<file path="src/rtl/rmq_pkg.sv">
package rmq_pkg;

  localparam int FracBits = 30;
  localparam int DataW    = 32;
  // magnitude of a sum of two elements
  localparam int MagW     = 33;
  // numerator scaled by the fraction bits
  localparam int NumW     = MagW + FracBits;
  // radicand scaled by the fraction bits
  localparam int VW       = 34 + FracBits;
  localparam int SqN      = (VW + 1) / 2;
  localparam int SqVW     = 2 * SqN;
  localparam int SW       = SqN + 1;
  localparam int QW       = DataW - 1;
  localparam int HiW      = NumW - QW;

  typedef enum logic [1:0] {
    SEL_W = 2'd0,
    SEL_X = 2'd1,
    SEL_Y = 2'd2,
    SEL_Z = 2'd3
  } sel_e;

  typedef struct packed {
    logic signed [DataW-1:0] m00;
    logic signed [DataW-1:0] m01;
    logic signed [DataW-1:0] m02;
    logic signed [DataW-1:0] m10;
    logic signed [DataW-1:0] m11;
    logic signed [DataW-1:0] m12;
    logic signed [DataW-1:0] m20;
    logic signed [DataW-1:0] m21;
    logic signed [DataW-1:0] m22;
  } in_t;

  typedef struct packed {
    logic signed [DataW-1:0] q_w;
    logic signed [DataW-1:0] q_x;
    logic signed [DataW-1:0] q_y;
    logic signed [DataW-1:0] q_z;
    logic [1:0]              case_used;
    logic                    degenerate;
  } out_t;

  typedef struct packed {
    logic            neg;
    logic [NumW-1:0] n;
  } lane_t;

  typedef struct packed {
    sel_e             sel;
    logic             deg;
    lane_t [2:0]      lane;
    logic [SqVW-1:0]  v;
    logic [SqN-1:0]   rem;
    logic [SqN-1:0]   root;
  } sq_t;

  typedef struct packed {
    logic          neg;
    logic          ovf;
    logic [QW-1:0] n;
    logic [SW-1:0] rem;
    logic [QW-1:0] q;
  } dlane_t;

  typedef struct packed {
    sel_e           sel;
    logic           deg;
    logic [SqN-2:0] own;
    logic [SW-1:0]  s;
    dlane_t [2:0]   lane;
  } dv_t;

endpackage

</file>
<file path="src/rtl/rmq_sqrt_cell.sv">
module rmq_sqrt_cell (
  input  logic          clk_i,
  input  logic          rst_ni,
  input  logic          en_i,
  input  logic          vld_i,
  input  rmq_pkg::sq_t  data_i,
  output logic          vld_o,
  output rmq_pkg::sq_t  data_o
);

  logic [rmq_pkg::SqN+1:0] t, trial;
  rmq_pkg::sq_t            st_d, st_q;
  logic                    vld_q;

  // one root bit: bring down two radicand bits, try 4r+1
  always_comb begin
    st_d  = data_i;
    t     = {data_i.rem, data_i.v[rmq_pkg::SqVW-1 -: 2]};
    trial = {data_i.root, 2'b01};
    if (t >= trial) begin
      st_d.rem  = rmq_pkg::SqN'(t - trial);
      st_d.root = {data_i.root[rmq_pkg::SqN-2:0], 1'b1};
    end else begin
      st_d.rem  = t[rmq_pkg::SqN-1:0];
      st_d.root = {data_i.root[rmq_pkg::SqN-2:0], 1'b0};
    end
    st_d.v = data_i.v << 2;
  end

  always_ff @(posedge clk_i or negedge rst_ni) begin
    if (!rst_ni) begin
      vld_q <= 1'b0;
    end else if (en_i) begin
      vld_q <= vld_i;
    end
  end

  always_ff @(posedge clk_i) begin
    if (en_i) begin
      st_q <= st_d;
    end
  end

  assign vld_o  = vld_q;
  assign data_o = st_q;

endmodule

</file>
<file path="config.mk">
export PLATFORM = sky130hd
export DESIGN_NAME = rmq_sqrt_cell
export DESIGN_NICKNAME = d
export VERILOG_FILES = /design/src/rtl/rmq_pkg.sv /design/src/rtl/rmq_sqrt_cell.sv
export SDC_FILE = /design/constraint.sdc
export NUM_CORES = 1
export LEC_CHECK = 0
export BUFFER_PORTS_ARGS = -buffer_cell sky130_fd_sc_hd__buf_2
export CAP_MARGIN = 20
export CORE_AREA = 2 2 257 259
export CTS_CLUSTER_SIZE = 16
export DETAILED_ROUTE_END_ITERATION = 8
export DIE_AREA = 0 0 259 261
export GPL_TIMING_DRIVEN = 1
export PLACE_DENSITY_LB_ADDON = 0.25
export SLEW_MARGIN = 25
export SYNTH_ARGS = -nofsm -noshare
export SYNTH_HDL_FRONTEND = slang
export SYNTH_SLANG_ARGS = --single-unit
</file>
<file path="constraint.sdc">
create_clock -name clk_i -period 0.8 [get_ports clk_i]
set_clock_uncertainty 0.05 [all_clocks]
set_input_delay 0.04 -clock clk_i [delete_from_list [all_inputs] [get_ports clk_i]]
set_output_delay 0.04 -clock clk_i [all_outputs]
set_load 0.01 [all_outputs]
</file>
==> impl_metrics.env <==
export IMPL_setup_slack_ns=-1.245
export IMPL_cts_root_buf="clkbuf_16"
export IMPL_viasPerCell=3.890
export IMPL_io_pins=651
export IMPL_core_area_um2=65040
export IMPL_firstDrtPassIters=5
export IMPL_final_antenna_net_count=0
export IMPL_finalHoldViolCount=9
export IMPL_drive_above_1_share=0.5246
export IMPL_antenna_found_initial=7
export IMPL_grt_start_max_net_pins=26
export IMPL_power_leakage_nw=10.16
export IMPL_wl_um=54980
export IMPL_drcViolationCount=0
export IMPL_clockBufferDepth=3
export IMPL_cp_arrival_ns=2.27
export IMPL_path_max_fanout=5
export IMPL_clock_latency_ns=0.54
export IMPL_grt_pass1_wl_um=75510
export IMPL_worstSetupStartpointType="primary input"
export IMPL_hold_class="primary input to register"
export IMPL_cts_clk_slew_worst_paths_ns=0.06
export IMPL_initialDrtViolationCount=553
export IMPL_violations="negative hold slack, negative setup slack"
export IMPL_drv_slew=0
export IMPL_fp_dieH_um=261
export IMPL_rsz0062_at_grt="true"
export IMPL_seq_area_frac_synth=0.7940
export IMPL_fin_crit_sh=2.556
export IMPL_end_kind="register"
export IMPL_hpwlAfterDp_um=42130
export IMPL_area_growth_pct=97.31
export IMPL_cts_buffers=39
export IMPL_status="finished with violations"
export IMPL_ir_drop_v=0.001351
export IMPL_wl_per_cell_um=19.63
export IMPL_instances_no_fill=2800
export IMPL_io_buffers=648
export IMPL_cts_tree="yes"
export IMPL_track_usage=0.1522
export IMPL_die_x_um=259
export IMPL_start_util=0.1871
export IMPL_max_cap_violations=0
export IMPL_die_area_um2=67600
export IMPL_worstSetupPathType="primary input to register"
export IMPL_layout_min_cycle_time_ns=2.045
export IMPL_clock_fmax_mhz=489.1
export IMPL_synth_edff_count=321
export IMPL_ys_types=60
export IMPL_htreeDepth=2
export IMPL_ys_warn_count=0
export IMPL_setup_viol=360
export IMPL_vias=10891
export IMPL_hold_ws_ns=-0.1068
export IMPL_fin_nets=2261
export IMPL_gr_total_overflow=0
export IMPL_total_power_mw=48.60
export IMPL_cts_sinks=322
export IMPL_gp_congestion=0.8791
export IMPL_powerDensity_nw_per_um2=2024
export IMPL_final_util=0.3692
export IMPL_rows=94
export IMPL_required_ns=1.02
export IMPL_syn_cell_area_um2=12170
export IMPL_netlist_instances=714
export IMPL_async_reset_ff_frac=0.003106
export IMPL_grt_pass1_vias=11499
export IMPL_syn_avg_cell_area_um2=17.05
export IMPL_yosys_register_bits=322
export IMPL_ys_flop_type="edfxtp_1"
export IMPL_place_inst=2377
-- Yosys cell counts, types with 4 or more instances --
library cell / count / share of area
edfxtp_1: 321 / 0.79
nand2_1: 49 / 0.015
inv_1: 46 / 0.014
o21ai_0: 37 / 0.015
ha_1: 34 / 0.035
a21oi_1: 29 / 0.012
a21o_1: 18 / 0.011
buf_2: 15 / 0.0062
nor2_1: 14 / 0.0043
xnor2_1: 14 / 0.010
nand3_1: 12 / 0.0049
nor3_1: 11 / 0.0045
a211oi_1: 9 / 0.0056
nand4_1: 8 / 0.0041
o31ai_1: 6 / 0.0037
a31oi_1: 5 / 0.0026
and2_1: 5 / 0.0026
o21a_1: 5 / 0.0031
xor2_1: 5 / 0.0036
a211o_1: 4 / 0.0029
and3_1: 4 / 0.0021
and4_1: 4 / 0.0029
nor4_1: 4 / 0.0021
-- metal layers --
layer	GRT usage	vias up	part of all wire
met5	0	-	0.00020
met4	0.06888	2	0.047
met3	0.03291	91	0.061
met2	0.2784	401	0.52
met1	0.1687	5261	0.38
li1	-	5136	-
-- sequential cells by signal, summed over array words and instances (netlist names) --
register,count
data_o,321
vld_o,1
-- logic make-up (layout without fill, tap and decap cells) --
logic type      count (synthesis)  in the layout  synth area share
buf+inv                        68           1284           0.02375
compound gates                145            145           0.08213
flops                         322            322            0.7940
xor+xnor                       19             19           0.01367
fa+ha+maj                      34             34           0.03495
simple gates                  123            123           0.04934
mux                             2              2          0.001850
other cells                     1              7         0.0003081
-- where the power goes --
group          leakage, nW  internal [mW]  switching [mW]
Sequential            3.15           20.3           0.514
Clock                0.620           10.5            7.36
Combinational         6.39           5.25            4.73
Total                 10.2           36.0            12.6
-- path summary, 6_finish.rpt --
path	start	endpoint	slack, ns	depth (start not counted)
worst max register to register	vld_o	vld_o	0.01	1
worst max-delay path	data_i[0]	data_o[63]	-1.24	11
worst min register to register	vld_o	vld_o	0.46	1
min in group asynchronous	rst_ni	vld_o	0.27	3
worst min-delay path	data_i[34]	data_o[36]	-0.11	3
max in group asynchronous	rst_ni	vld_o	0.33	3
-- timing repair --
item                       CTS  global route
setup buffers               16             7
hold buffers               320             2
gates resized for setup    225            59
pin swaps                   46            30
gates cloned                 3             0
hold endpoints to repair   383            32
setup endpoints to repair  355           356
-- worst max-delay path, cell delays in order --
cell	delay (ns)
buf_2	0.10
inv_2	0.04
ha_4	0.28
nand4_1	0.18
nor4_1	0.32
buf_4	0.17
a31oi_2	0.10
and3_4	0.18
a21o_4	0.25
and2_0	0.14
or4_1	0.47
-- per-stage QoR --
step	area, µm²	TNS (ns)	hold WS, ns	setup slack [ns]
floorplan	12560	-42.18	-0.3056	-1.539
global placement	18180	-82.90	-0.2353	-1.872
detailed placement	18180	-83.96	-0.2345	-1.898
CTS	23700	-159.14	-0.2459	-1.178
global route	24010	-166.51	-0.1402	-1.228
finish	24020	-147.90	-0.1068	-1.245
-- layout by cell type, fill, tap and decap left out, types with 7 or more instances in the layout --
cell and n:
buf_6 95, edfxtp_1 321, clkinv_2 9, nand4_1 8, buf_2 553, buf_12 16
a21oi_1 22, a21o_1 18, nor2_1 12, inv_4 7, inv_1 23, o21ai_1 22
nand3_1 9, ha_4 25, a211oi_1 7, inv_2 15, clkbuf_16 40, ha_1 9
dlygate4sd3_1 322, buf_8 8, xnor2_1 13, clkinv_1 7, buf_4 168, nand2_1 46
o21ai_0 9
-- area by class of cell --
class	instances	area (µm²)
Fill cell	6273	41020
Clock inverter	29	271.5
Clock buffer	43	1012
Inverter	47	206.4
Multi-Input combinational cell	325	2923
Antenna cell	5	12.51
Timing Repair Buffer	1165	8845
Tap cell	864	1081
Sequential cell	322	9664
Note: power is estimated with default switching activity, not from simulation.
