==> config.mk <==
export PLATFORM = sky130hd
export DESIGN_NAME = rmq_div_cell
export DESIGN_NICKNAME = d
export VERILOG_FILES = /design/src/rtl/rmq_pkg.sv /design/src/rtl/rmq_div_cell.sv
export SDC_FILE = /design/constraint.sdc
export NUM_CORES = 1
export LEC_CHECK = 0
export BUFFER_PORTS_ARGS = -buffer_cell sky130_fd_sc_hd__buf_2
export CAP_MARGIN = 20
export CORE_AREA = 2 2 283 285
export DETAILED_ROUTE_END_ITERATION = 10
export DIE_AREA = 0 0 285 287
export GPL_ROUTABILITY_DRIVEN = 1
export GPL_TIMING_DRIVEN = 0
export PLACE_DENSITY = 0.42
export REMOVE_ABC_BUFFERS = 1
export SYNTH_ARGS = -nofsm -noshare
export SYNTH_HDL_FRONTEND = slang
export SYNTH_SLANG_ARGS = --single-unit
==> constraint.sdc <==
create_clock -name clk_i -period 1.15 [get_ports clk_i]
set_input_delay 0.23 -clock clk_i [delete_from_list [all_inputs] [get_ports clk_i]]
set_output_delay 0.23 -clock clk_i [all_outputs]
set_load 0.01 [all_outputs]
==> src/rtl/rmq_pkg.sv <==
package rmq_pkg;

  localparam int FracBits = 30;
  localparam int DataW    = 32;
  // magnitude of a sum of two elements
  localparam int MagW     = 33;
  // numerator scaled by the fraction bits
  localparam int NumW     = MagW + FracBits;
  // radicand scaled by the fraction bits
  localparam int VW       = 34 + FracBits;
  localparam int SqN      = (VW + 1) / 2;
  localparam int SqVW     = 2 * SqN;
  localparam int SW       = SqN + 1;
  localparam int QW       = DataW - 1;
  localparam int HiW      = NumW - QW;

  typedef enum logic [1:0] {
    SEL_W = 2'd0,
    SEL_X = 2'd1,
    SEL_Y = 2'd2,
    SEL_Z = 2'd3
  } sel_e;

  typedef struct packed {
    logic signed [DataW-1:0] m00;
    logic signed [DataW-1:0] m01;
    logic signed [DataW-1:0] m02;
    logic signed [DataW-1:0] m10;
    logic signed [DataW-1:0] m11;
    logic signed [DataW-1:0] m12;
    logic signed [DataW-1:0] m20;
    logic signed [DataW-1:0] m21;
    logic signed [DataW-1:0] m22;
  } in_t;

  typedef struct packed {
    logic signed [DataW-1:0] q_w;
    logic signed [DataW-1:0] q_x;
    logic signed [DataW-1:0] q_y;
    logic signed [DataW-1:0] q_z;
    logic [1:0]              case_used;
    logic                    degenerate;
  } out_t;

  typedef struct packed {
    logic            neg;
    logic [NumW-1:0] n;
  } lane_t;

  typedef struct packed {
    sel_e             sel;
    logic             deg;
    lane_t [2:0]      lane;
    logic [SqVW-1:0]  v;
    logic [SqN-1:0]   rem;
    logic [SqN-1:0]   root;
  } sq_t;

  typedef struct packed {
    logic          neg;
    logic          ovf;
    logic [QW-1:0] n;
    logic [SW-1:0] rem;
    logic [QW-1:0] q;
  } dlane_t;

  typedef struct packed {
    sel_e           sel;
    logic           deg;
    logic [SqN-2:0] own;
    logic [SW-1:0]  s;
    dlane_t [2:0]   lane;
  } dv_t;

endpackage

==> src/rtl/rmq_div_cell.sv <==
module rmq_div_cell (
  input  logic          clk_i,
  input  logic          rst_ni,
  input  logic          en_i,
  input  logic          vld_i,
  input  rmq_pkg::dv_t  data_i,
  output logic          vld_o,
  output rmq_pkg::dv_t  data_o
);

  logic [rmq_pkg::SW:0] t [3];
  rmq_pkg::dv_t         st_d, st_q;
  logic                 vld_q;

  // one quotient bit in each of the three lanes
  always_comb begin
    st_d = data_i;
    for (int k = 0; k < 3; k++) begin
      t[k] = {data_i.lane[k].rem, data_i.lane[k].n[rmq_pkg::QW-1]};
      if (t[k] >= {1'b0, data_i.s}) begin
        st_d.lane[k].rem = rmq_pkg::SW'(t[k] - {1'b0, data_i.s});
        st_d.lane[k].q   = {data_i.lane[k].q[rmq_pkg::QW-2:0], 1'b1};
      end else begin
        st_d.lane[k].rem = t[k][rmq_pkg::SW-1:0];
        st_d.lane[k].q   = {data_i.lane[k].q[rmq_pkg::QW-2:0], 1'b0};
      end
      st_d.lane[k].n = data_i.lane[k].n << 1;
    end
  end

  always_ff @(posedge clk_i or negedge rst_ni) begin
    if (!rst_ni) begin
      vld_q <= 1'b0;
    end else if (en_i) begin
      vld_q <= vld_i;
    end
  end

  always_ff @(posedge clk_i) begin
    if (en_i) begin
      st_q <= st_d;
    end
  end

  assign vld_o  = vld_q;
  assign data_o = st_q;

endmodule

==> results of run 1 <==
[cell usage in the layout, fill, tap and decap left out, types with 14 or more instances in the layout]
master / n
buf_2: 604
edfxtp_1: 355
dlygate4sd3_1: 353
buf_6: 131
ha_1: 82
a21oi_1: 77
nand2_1: 63
xnor2_1: 52
buf_4: 49
clkbuf_16: 46
nor2_1: 45
inv_1: 44
a21o_1: 41
o21ai_0: 38
mux2_4: 37
xor2_1: 32
mux2_2: 30
o21ai_2: 21
nand4_1: 17
nand3_1: 17
diode_2: 15
o21bai_1: 15
and3_1: 14
o21a_1: 14
[timing repair]
item                                    in CTS  in global routing
endpoints found under the hold margin      352                  0
buffers inserted                            81                 17
endpoints found under the setup margin     583                459
hold buffers                               353                  0
resized for setup                          402                 91
gates cloned                                11                  1
pin swaps                                   63                 39
[metal layers]
layer  part of all wire [%]  up-vias  GRT usage, %  wire length, µm
li1                       -     7234             -                -
met2                     51      546          35.7            43000
met4                    7.1       46          12.6             5950
met1                     34     7517          19.5            29100
met3                    7.2      201          6.13             6090
met5                   0.31        -             0              265
[sequential cells by signal, summed over array words and instances, names as in the netlist]
name    count
data_o    355
vld_o       1
[stage by stage]
step                      utilization, %  TNS (ns)  total power, mW  hold slack, ns  instance area [µm²]
after floorplan                        -   -298.04             20.6         -0.0656                17100
after global placement              27.9  -2489.88             24.7         0.00580                22000
after detailed placement            28.2   -544.22             24.6         0.00695                22100
after CTS                           37.8   -252.18             43.0         0.00735                29700
after global routing                38.3   -264.61             44.5          0.0221                30100
final                               38.3   -236.85             42.6          0.0387                30100
[power groups by stage]
stage | Sequential [mW] | Combinational [mW] | Clock (mW)
6_report | 16.3 | 11.1 | 15.2
5_1_grt | 16.4 | 11.9 | 16.2
4_1_cts | 16.3 | 10.9 | 15.7
3_5_place_dp | 16.5 | 8.06 | 0
3_3_place_gp | 16.6 | 8.01 | 0
2_1_floorplan | 17.2 | 3.38 | 0
[worst max-delay path: stages]
cell	delay, ns
buf_6	0.10
inv_4	0.05
ha_4	0.12
inv_2	0.03
fa_2	0.34
a211oi_2	0.22
o21ai_2	0.13
a2111oi_4	0.40
o21ai_4	0.15
nand2_2	0.11
nand2_4	0.06
a41o_4	0.27
a2111oi_4	0.27
buf_4	0.18
buf_6	0.12
buf_12	0.12
buf_12	0.12
mux2_4	0.32
[logic make-up after synthesis]
family | synth area share, %
other | 0.0217
AND/OR/NAND/NOR | 6.45
multiplexers | 5.16
flip-flops | 61.9
XOR/XNOR | 4.37
AO/OA/AOI/OAI | 12.3
buffers and inverters | 2.29
adder cells (fa/ha/maj) | 7.53
[layout make-up]
| class | count | area (µm²) | area share [%] |
|---|---|---|---|
| Timing Repair Buffer | 1174 | 9230 | 30.6 |
| Clock inverter | 33 | 435 | 1.45 |
| Sequential cell | 356 | 10700 | 35.5 |
| Inverter | 57 | 244 | 0.810 |
| Antenna cell | 15 | 37.5 | 0.125 |
| Tap cell | 1050 | 1310 | 4.36 |
| Multi-Input combinational cell | 815 | 7040 | 23.4 |
| Clock buffer | 51 | 1150 | 3.81 |
[worst paths after layout]
check | start | end | slack, ns | cells after the start
worst max-delay path | data_i[191] | data_o[137] | -1.87 | 18
worst min-delay path | data_i[249] | data_o[250] | 0.04 | 2
worst max register to register | vld_o | vld_o | 0.41 | 1
worst min register to register | vld_o | vld_o | 0.51 | 1
max in group asynchronous | rst_ni | vld_o | 0.57 | 3
min in group asynchronous | rst_ni | vld_o | 0.48 | 3
==> impl_results.md, run 1 <==
- Final Hold Fails: 0
- Setup repair after global routing missed its margin: yes
- IO Count: 721
- Main flop type after synthesis: edfxtp_1
- Initial standard-cell utilization of the core: 21.9%
- EDFF count, synth: 355
- Critical path class: input port to flop
- Measured slew at the worst slew-check pin: 0.541 ns
- Pins over their slew limit: 0
- Fill cell total of the finished layout: 7680
- Final HPWL from detailed placement: 62.9 mm
- Average size of a mapped cell: 13.7 µm²
- Peak clock frequency supported by timing: 331 MHz
- Number of antenna violations at the first check in global routing: 42
- Final Cycle Share: 263%
- Share of total power consumed by net switching: 28.8%
- Total internal power: 30.3 mW
- Clock tree from TritonCTS: yes
- Setup violators final: 458
- Via count of the routed design: 15500
- Vias in the first global route: 16400
- Global-route congestion overflow total: 0
- Fraction of post-synthesis cell area in the top cell type by area: 61.8%
- Maximum number of pins on one net before global-route repair: 81
- CTS sink cnt: 356
- Post-place setup slack: -3.64 ns
- Switching power summed over all nets: 12.3 mW
- H-tree levels: 2
- Largest fanout on the critical path: 5
- Site Rows: 103
- Final setup slack of the worst path: -1.87 ns
- Min cycle time layout: 3.02 ns
- CP required: 1.49 ns
- Routed wire length per instance: 23.8 µm
- Commonest cells in the synthesized netlist: edfxtp_1 (355), ha_1 (99), a21oi_1 (90)
- Unique masters post-synth: 72
- Core region area: 78600 µm²
- Sequential cell area fraction in the yosys report: 61.9%
- Die height: 287 µm
- Via density: 4.38
- Die Area: 81800 µm²
- Fin cells: 3551
- Part of the power in the clock network: 35.6%
- Total CTS buffers: 45
- Placed insts: 2999
- Nets: 2913
- Die width: 285 µm
- Critical path launch point type: input port
- Post-Route WL: 84.4 mm
- Run status: finished with violations
- Sequential cell fraction of total power: 38.3%
- Buffer cell driving the clock tree root: clkbuf_16
- Top post-synthesis cells by area: edfxtp_1 (62%), ha_1 (7.2%), xnor2_1 (2.7%), a21oi_1 (2.6%), mux2_2 (2.5%)
- Global-route wire length before repair: 115 mm
- Largest area contributor in the netlist: edfxtp_1
- Number of DRC markers in iteration 0: 773
- Final RePlAce weighted congestion: 0.878
- CP Data Arrival Time: 3.37 ns
- Type of element capturing the critical path: flop
- Number of register bits inferred by synthesis: 356
- Number of DRC violations after detailed routing: 0
- Pwr per Cell Area: 1420 nW/µm²
- Area added between synthesis and finish: 74.6%
- Number of search-and-repair iterations in the first detailed-routing pass: 6
- Most common cell in the synthesized netlist: edfxtp_1
- Violations in the final reports: setup timing
- Latest clock arrival within the worst-skew pair: 0.58 ns
- All-layer global routing usage: 19.7%
- Proportion of register bits with asynchronous set or reset after synthesis: 0.281%
- Proportion of layout cells with a drive suffix above 1: 44.4%
- Worst ir drop on vdd: 1230 µV
- Post-route clock skew: 0 ns
- Register clock-pin slew on the reported worst setup and hold paths: 0.06 ns
- Comb power frac: 26.1%
- Number of buffers between clock root and the deepest sink: 3
- Reported max-cap violation count: 0
- Class of the tightest hold or removal check: input port to flop
- Antenna Nets Post-Route: 0
- Relative slew slack: 63.7%
- Yosys synthesis warning count: 0
- Number of cells produced by synthesis: 1261
- Total leakage power: 12.7 nW
- Port Buf Inserts: 714
- Synth Cell Area: 17300 µm²
No activity file was read; power rests on OpenSTA's default activity.
==> inputs of run 2 (changes only) <==
--- a/config.mk
+++ b/config.mk
@@ -5,15 +5,17 @@
 export SDC_FILE = /design/constraint.sdc
 export NUM_CORES = 1
 export LEC_CHECK = 0
+export ABC_AREA = 1
 export BUFFER_PORTS_ARGS = -buffer_cell sky130_fd_sc_hd__buf_2
 export CAP_MARGIN = 20
-export CORE_AREA = 2 2 283 285
+export CORE_AREA = 2 2 282 284
 export DETAILED_ROUTE_END_ITERATION = 10
-export DIE_AREA = 0 0 285 287
+export DIE_AREA = 0 0 284 286
 export GPL_ROUTABILITY_DRIVEN = 1
 export GPL_TIMING_DRIVEN = 0
-export PLACE_DENSITY = 0.42
+export PLACE_DENSITY = 0.46
 export REMOVE_ABC_BUFFERS = 1
+export SKIP_CTS_REPAIR_TIMING = 1
 export SYNTH_ARGS = -nofsm -noshare
 export SYNTH_HDL_FRONTEND = slang
 export SYNTH_SLANG_ARGS = --single-unit
==> impl_results.md, run 2 <==
- Die width: 284 µm
- Top post-synthesis cells by area: edfxtp_1 (52%), nand2_1 (16%), inv_1 (7.4%), ha_1 (6.0%), nand3_1 (4.0%)
- Placed insts: 4079
- Post-route clock skew: 0 ns
- Clock tree from TritonCTS: yes
- Comb power frac: 29.3%
- Number of buffers between clock root and the deepest sink: 3
- Final Hold Fails: 2
- Fraction of post-synthesis cell area in the top cell type by area: 52.1%
- Worst hold slack: -0.00882 ns
- Most common cell after layout, fill and taps aside: nand2_1
- Proportion of layout cells with a drive suffix above 1: 40.1%
- Antenna Nets Post-Route: 0
- Class of the tightest hold or removal check: input port to flop
- Min cycle time layout: 1.83 ns
- Die Area: 81200 µm²
- Area added between synthesis and finish: 66.8%
- Global-route wire length before repair: 134 mm
- Sequential cell fraction of total power: 37.7%
- Worst Hold Launch: data_i[254]
- Port Buf Inserts: 714
- Critical path launch point type: input port
- Buffer cell driving the clock tree root: clkbuf_16
- Most frequent cells in the layout: nand2_1 (739), buf_2 (698), edfxtp_1 (355)
- Cell area after placement: 25200 µm²
- Global-route congestion overflow total: 0
- Final setup slack of the worst path: -0.683 ns
- Number of search-and-repair iterations in the first detailed-routing pass: 5
- CP Data Arrival Time: 2.17 ns
- Share of total power consumed by net switching: 32.4%
- Latest clock arrival within the worst-skew pair: 0.58 ns
- Total CTS buffers: 45
- Relative slew slack: 50.2%
- Site Rows: 103
- Critical path class: input port to flop
- Nets: 3965
- Total internal power: 29.0 mW
- Worst ir drop on vdd: 966 µV
- All-layer global routing usage: 23.5%
- Fin cells: 4599
- Proportion of register bits with asynchronous set or reset after synthesis: 0.281%
- Flip-flop count of the largest register after layout: 355
- Measured slew at the worst slew-check pin: 0.747 ns
- Setup violators final: 557
- Largest area contributor in the netlist: edfxtp_1
- Min-Delay Path Depth: 3
- Number of DRC violations after detailed routing: 0
- Type of element capturing the critical path: flop
- Total leakage power: 15.8 nW
- Average size of a mapped cell: 8.75 µm²
- Utilization after layout: 43.6%
- Number of register bits inferred by synthesis: 356
- Via count of the routed design: 20700
- Most common cell in the synthesized netlist: nand2_1
- Depth of the most critical reg-to-reg path: 1
- Reg2reg end: vld_o
- Synth Cell Area: 20500 µm²
- Critical register-to-register path startpoint: vld_o
- Post-place setup slack: -2.54 ns
- IO Count: 721
- H-tree levels: 2
- CP required: 1.49 ns
- Vias in the first global route: 17800
- Peak clock frequency supported by timing: 546 MHz
- Largest fanout on the critical path: 9
- Sequential cell area fraction in the yosys report: 52.2%
- Setup repair after global routing missed its margin: yes
- Final Cycle Share: 159%
- Pins over their slew limit: 0
- Run status: finished with violations
- Final HPWL from detailed placement: 81.6 mm
- Core region area: 78400 µm²
- Post-Route WL: 109 mm
- Routed wire length per instance: 23.8 µm
- EDFF count, synth: 355
- Violations in the final reports: hold timing, setup timing
- Initial standard-cell utilization of the core: 26.1%
- Via density: 4.49
- Part of the power in the clock network: 33.0%
- Die height: 286 µm
- Number of cells produced by synthesis: 2341
- R2R Setup Slk: 0.40 ns
- Commonest cells in the synthesized netlist: nand2_1 (858), inv_1 (401), edfxtp_1 (355)
- Number of DRC markers in iteration 0: 1260
- Main flop type after synthesis: edfxtp_1
- Unique masters post-synth: 36
- Pwr per Cell Area: 1260 nW/µm²
- Maximum number of pins on one net before global-route repair: 117
- Switching power summed over all nets: 13.9 mW
- Reported max-cap violation count: 0
- Number of antenna violations at the first check in global routing: 34
- CTS sink cnt: 356
- Final RePlAce weighted congestion: 0.934
- Register clock-pin slew on the reported worst setup and hold paths: 0.06 ns
- Summed area of non-filler cells in the final layout: 34200 µm²
- Hold Path Sink: data_o[255]
- Yosys synthesis warning count: 0
-- run 2: cell count changes in the layout (fill, tap and decap cells not counted), moves of 36 or more --
cell / previous run / this run
inv_1: 44 / 352
buf_6: 131 / 31
xnor2_1: 52 / 3
nand2_8: 0 / 36
ha_4: 10 / 91
ha_1: 82 / 5
nand2_1: 63 / 739
buf_2: 604 / 698
mux2_4: 37 / 0
dlygate4sd3_1: 353 / 262
nand3_1: 17 / 117
o21ai_0: 38 / 1
nand3_2: 1 / 72
nand2_2: 11 / 104
-- run 2: worst max path at each step --
stage / startpoint / end / cells past startpoint
6_report: data_i[309] / data_o[244] / 15
5_1_grt: data_i[309] / data_o[54] / 14
4_1_cts: data_i[305] / data_o[128] / 14
3_5_place_dp: data_i[305] / data_o[128] / 14
3_3_place_gp: en_i / vld_o / 2
2_1_floorplan: data_i[306] / data_o[128] / 14
-- run 2: through the flow --
stage	setup TNS [ns]	power (mW)	hold WS, ns
after global routing	-165.96	44.9	0.00299
after CTS	-281.07	40.0	-0.634
final	-139.20	43.0	-0.00882
after global placement	-2405.67	25.8	0.00498
after floorplan	-106.74	21.1	-0.0656
after detailed placement	-418.71	25.6	0.00530
-- run 2: cell families (layout without fill, tap and decap cells) --
logic type,count (synthesis),count (layout),share of synthesized area (%)
flip-flops,356,356,52.2
XOR/XNOR,42,42,1.80
buffers and inverters,443,1607,8.83
adder cells (fa/ha/maj),102,102,6.34
AND/OR/NAND/NOR,1323,1353,28.9
other,1,15,0.0183
multiplexers,1,1,0.0550
AO/OA/AOI/OAI,73,73,1.88
-- run 2: per-layer routing --
metal / GRT usage (%) / up-vias / wire length [µm]
met3: 6.71 / 208 / 7310
met1: 27.1 / 9788 / 43100
met4: 5.99 / 20 / 4990
met2: 42.5 / 755 / 53700
met5: 0 / - / 114
li1: - / 9896 / -
-- run 2: worst max-delay path: stages --
cell	delay [ns]
buf_2	0.11
clkinvlp_4	0.22
buf_6	0.21
ha_4	0.31
nand2_4	0.07
nor2_4	0.10
nand2_2	0.08
nor2_4	0.12
nand3_2	0.10
nand2_4	0.09
nor2_4	0.05
buf_12	0.16
buf_12	0.15
nand3_1	0.07
nand2_1	0.08
-- run 2: power groups by stage --
| stage | combinational (mW) | clock [mW] | sequential, mW |
|---|---|---|---|
| CTS | 9.25 | 14.6 | 16.2 |
| floorplan | 3.95 | 0 | 17.2 |
| detailed placement | 9.21 | 0 | 16.4 |
| finish | 12.6 | 14.2 | 16.2 |
| global placement | 9.17 | 0 | 16.6 |
| global route | 13.5 | 15.0 | 16.3 |
-- run 2: area by class of cell --
type	count	area (µm²)
timing repair buffer	1112	8020
sequential	356	10700
fill	7847	44200
clock inverter	23	223
clock buffer	60	1210
multi-input combinational	1574	11000
inverter	412	1670
tap	1050	1310
antenna	12	30.0
==> inputs of run 3 (changes only) <==
--- a/config.mk
+++ b/config.mk
@@ -15,6 +15,7 @@
 export GPL_TIMING_DRIVEN = 0
 export PLACE_DENSITY = 0.46
 export REMOVE_ABC_BUFFERS = 1
+export SETUP_SLACK_MARGIN = 0.15
 export SKIP_CTS_REPAIR_TIMING = 1
 export SYNTH_ARGS = -nofsm -noshare
 export SYNTH_HDL_FRONTEND = slang
==> impl_results.md, run 3 (same netlist as run 2, synthesis figures left out) <==
- Utilization after layout: 45.8%
- Measured slew at the worst slew-check pin: 0.703 ns
- Maximum number of pins on one net before global-route repair: 117
- Post-route clock skew: 0 ns
- DR top layer: met5
- Setup violators final: 458
- Worst ir drop on vdd: 969 µV
- Worst Hold Launch: data_i[320]
- Number of antenna violations at the first check in global routing: 35
- R2R Setup Slk: 0.41 ns
- Hold Path Sink: data_o[320]
- Number of buffers between clock root and the deepest sink: 3
- All-layer global routing usage: 23.5%
- Routed wire length per instance: 24.1 µm
- Peak clock frequency supported by timing: 563 MHz
- Global-route congestion overflow total: 0
- Latest clock arrival within the worst-skew pair: 0.59 ns
- Area added between synthesis and finish: 75.4%
- Sum of met2 wire segment lengths after detailed routing: 55.3 mm
- Relative slew slack: 53.1%
- Total length of routed met3 wires: 7.61 mm
- Die width: 284 µm
- Total CTS buffers: 45
- Fill cell total of the finished layout: 7666
- IO Count: 721
- H-tree levels: 2
- Global-route wire length before repair: 134 mm
- Final Hold Fails: 4
- Setup repair after global routing missed its margin: yes
- Type of element capturing the critical path: flop
- Final HPWL from detailed placement: 81.6 mm
- Die Area: 81200 µm²
- Buffer cell driving the clock tree root: clkbuf_16
- Final Cycle Share: 154%
- Pwr per Cell Area: 1230 nW/µm²
- Depth of the most critical reg-to-reg path: 1
- Min cycle time layout: 1.78 ns
- Site Rows: 103
- Antenna Nets Post-Route: 0
- Worst hold slack: -0.176 ns
- Most common cell after layout, fill and taps aside: nand2_1
- Critical path launch point type: input port
- Violations in the final reports: hold timing, setup timing
- Number of search-and-repair iterations in the first detailed-routing pass: 5
- Final RePlAce weighted congestion: 0.934
- Die height: 286 µm
- Pins over their slew limit: 0
- Nets: 4008
- Largest fanout on the critical path: 8
- Total leakage power: 16.4 nW
- Critical path class: input port to flop
- Register clock-pin slew on the reported worst setup and hold paths: 0.06 ns
- Length of routed wiring on met1: 44.0 mm
- Vias in the first global route: 17800
- Post-Route WL: 112 mm
- CTS sink cnt: 356
- Class of the tightest hold or removal check: input port to flop
- Critical register-to-register path startpoint: vld_o
- Post-place setup slack: -2.54 ns
- Reported max-cap violation count: 0
- CP required: 1.49 ns
- Proportion of layout cells with a drive suffix above 1: 44.0%
- Most frequent cells in the layout: nand2_1 (678), buf_2 (591), edfxtp_1 (355)
- Core region area: 78400 µm²
- Number of DRC markers in iteration 0: 1251
- CP Data Arrival Time: 2.11 ns
- Via count of the routed design: 21000
- Port Buf Inserts: 714
- Reg2reg end: vld_o
- Run status: finished with violations
- Initial standard-cell utilization of the core: 26.1%
- Flip-flop count of the largest register after layout: 355
- Min-Delay Path Depth: 1
- Clock tree from TritonCTS: yes
- Via density: 4.53
- Final setup slack of the worst path: -0.626 ns
- Number of DRC violations after detailed routing: 0
[run 3: cell types whose count changed in the layout (fill, tap and decap cells not counted), moves of 6 or more]
| cell | delta |
|---|---|
| nand2_4 | +10 |
| buf_2 | -107 |
| nand2_1 | -61 |
| nand3_2 | +8 |
| clkbuf_16 | +7 |
| inv_2 | +6 |
| nor2_1 | -16 |
| nand2_2 | +49 |
| inv_1 | -9 |
| nand3_1 | -16 |
| nor2_2 | +15 |
| buf_4 | +22 |
| nand3_4 | +8 |
| buf_6 | +110 |
[run 3: report_power, final]
| group | internal (mW) | total (mW) | switching [mW] |
|---|---|---|---|
| Clock | 8.13 | 14.2 | 6.04 |
| Combinational | 5.83 | 13.7 | 7.90 |
| Sequential | 15.9 | 16.3 | 0.437 |
| Total | 29.8 | 44.2 | 14.4 |
[run 3: cell type report]
| type | instances | area (µm²) | area share, % |
|---|---|---|---|
| antenna | 16 | 40.0 | 0.111 |
| multi-input combinational | 1576 | 11600 | 32.2 |
| clock buffer | 60 | 1210 | 3.38 |
| sequential | 356 | 10700 | 29.8 |
| clock inverter | 23 | 223 | 0.620 |
| tap | 1050 | 1310 | 3.66 |
| inverter | 412 | 1680 | 4.68 |
| timing repair buffer | 1153 | 9200 | 25.6 |
[run 3: per-layer routing]
metal  GRT usage, %  up-vias
met3           6.71      214
met5              0        -
met2           42.5      802
met4           5.99       16
met1           27.1    10000
li1               -     9986
[run 3: worst max-delay path by stage]
| stage | slack, ns | from | endpoint |
|---|---|---|---|
| 3_3_place_gp | -6.47 | en_i | vld_o |
| 3_5_place_dp | -2.54 | data_i[305] | data_o[128] |
| 6_report | -0.63 | data_i[314] | data_o[151] |
| 2_1_floorplan | -1.11 | data_i[306] | data_o[128] |
| 5_1_grt | -0.66 | data_i[320] | data_o[151] |
| 4_1_cts | -1.91 | data_i[305] | data_o[128] |
[run 3: critical path, stage by stage]
cell and delay, ns:
buf_2 0.11, clkinvlp_4 0.13, buf_12 0.16, ha_4 0.30, nand2_4 0.07, nor2_4 0.12
inv_2 0.07, nor3_4 0.20, nand2_2 0.10, nand2_4 0.07, nor2_4 0.06, buf_12 0.17
buf_8 0.14, nand3_2 0.07, nand2_4 0.08
[run 3: per-stage QoR]
| stage | std cells | cell area [µm²] | total power [mW] | TNS [ns] |
|---|---|---|---|---|
| detailed placement | 4079 | 25200 | 25.6 | -418.71 |
| finish | 4646 | 35900 | 44.2 | -125.03 |
| floorplan | 2312 | 20200 | 21.1 | -106.74 |
| global route | 4634 | 35900 | 46.1 | -144.41 |
| CTS | 4162 | 26600 | 40.0 | -281.07 |
| global placement | 4076 | 25100 | 25.8 | -2405.67 |
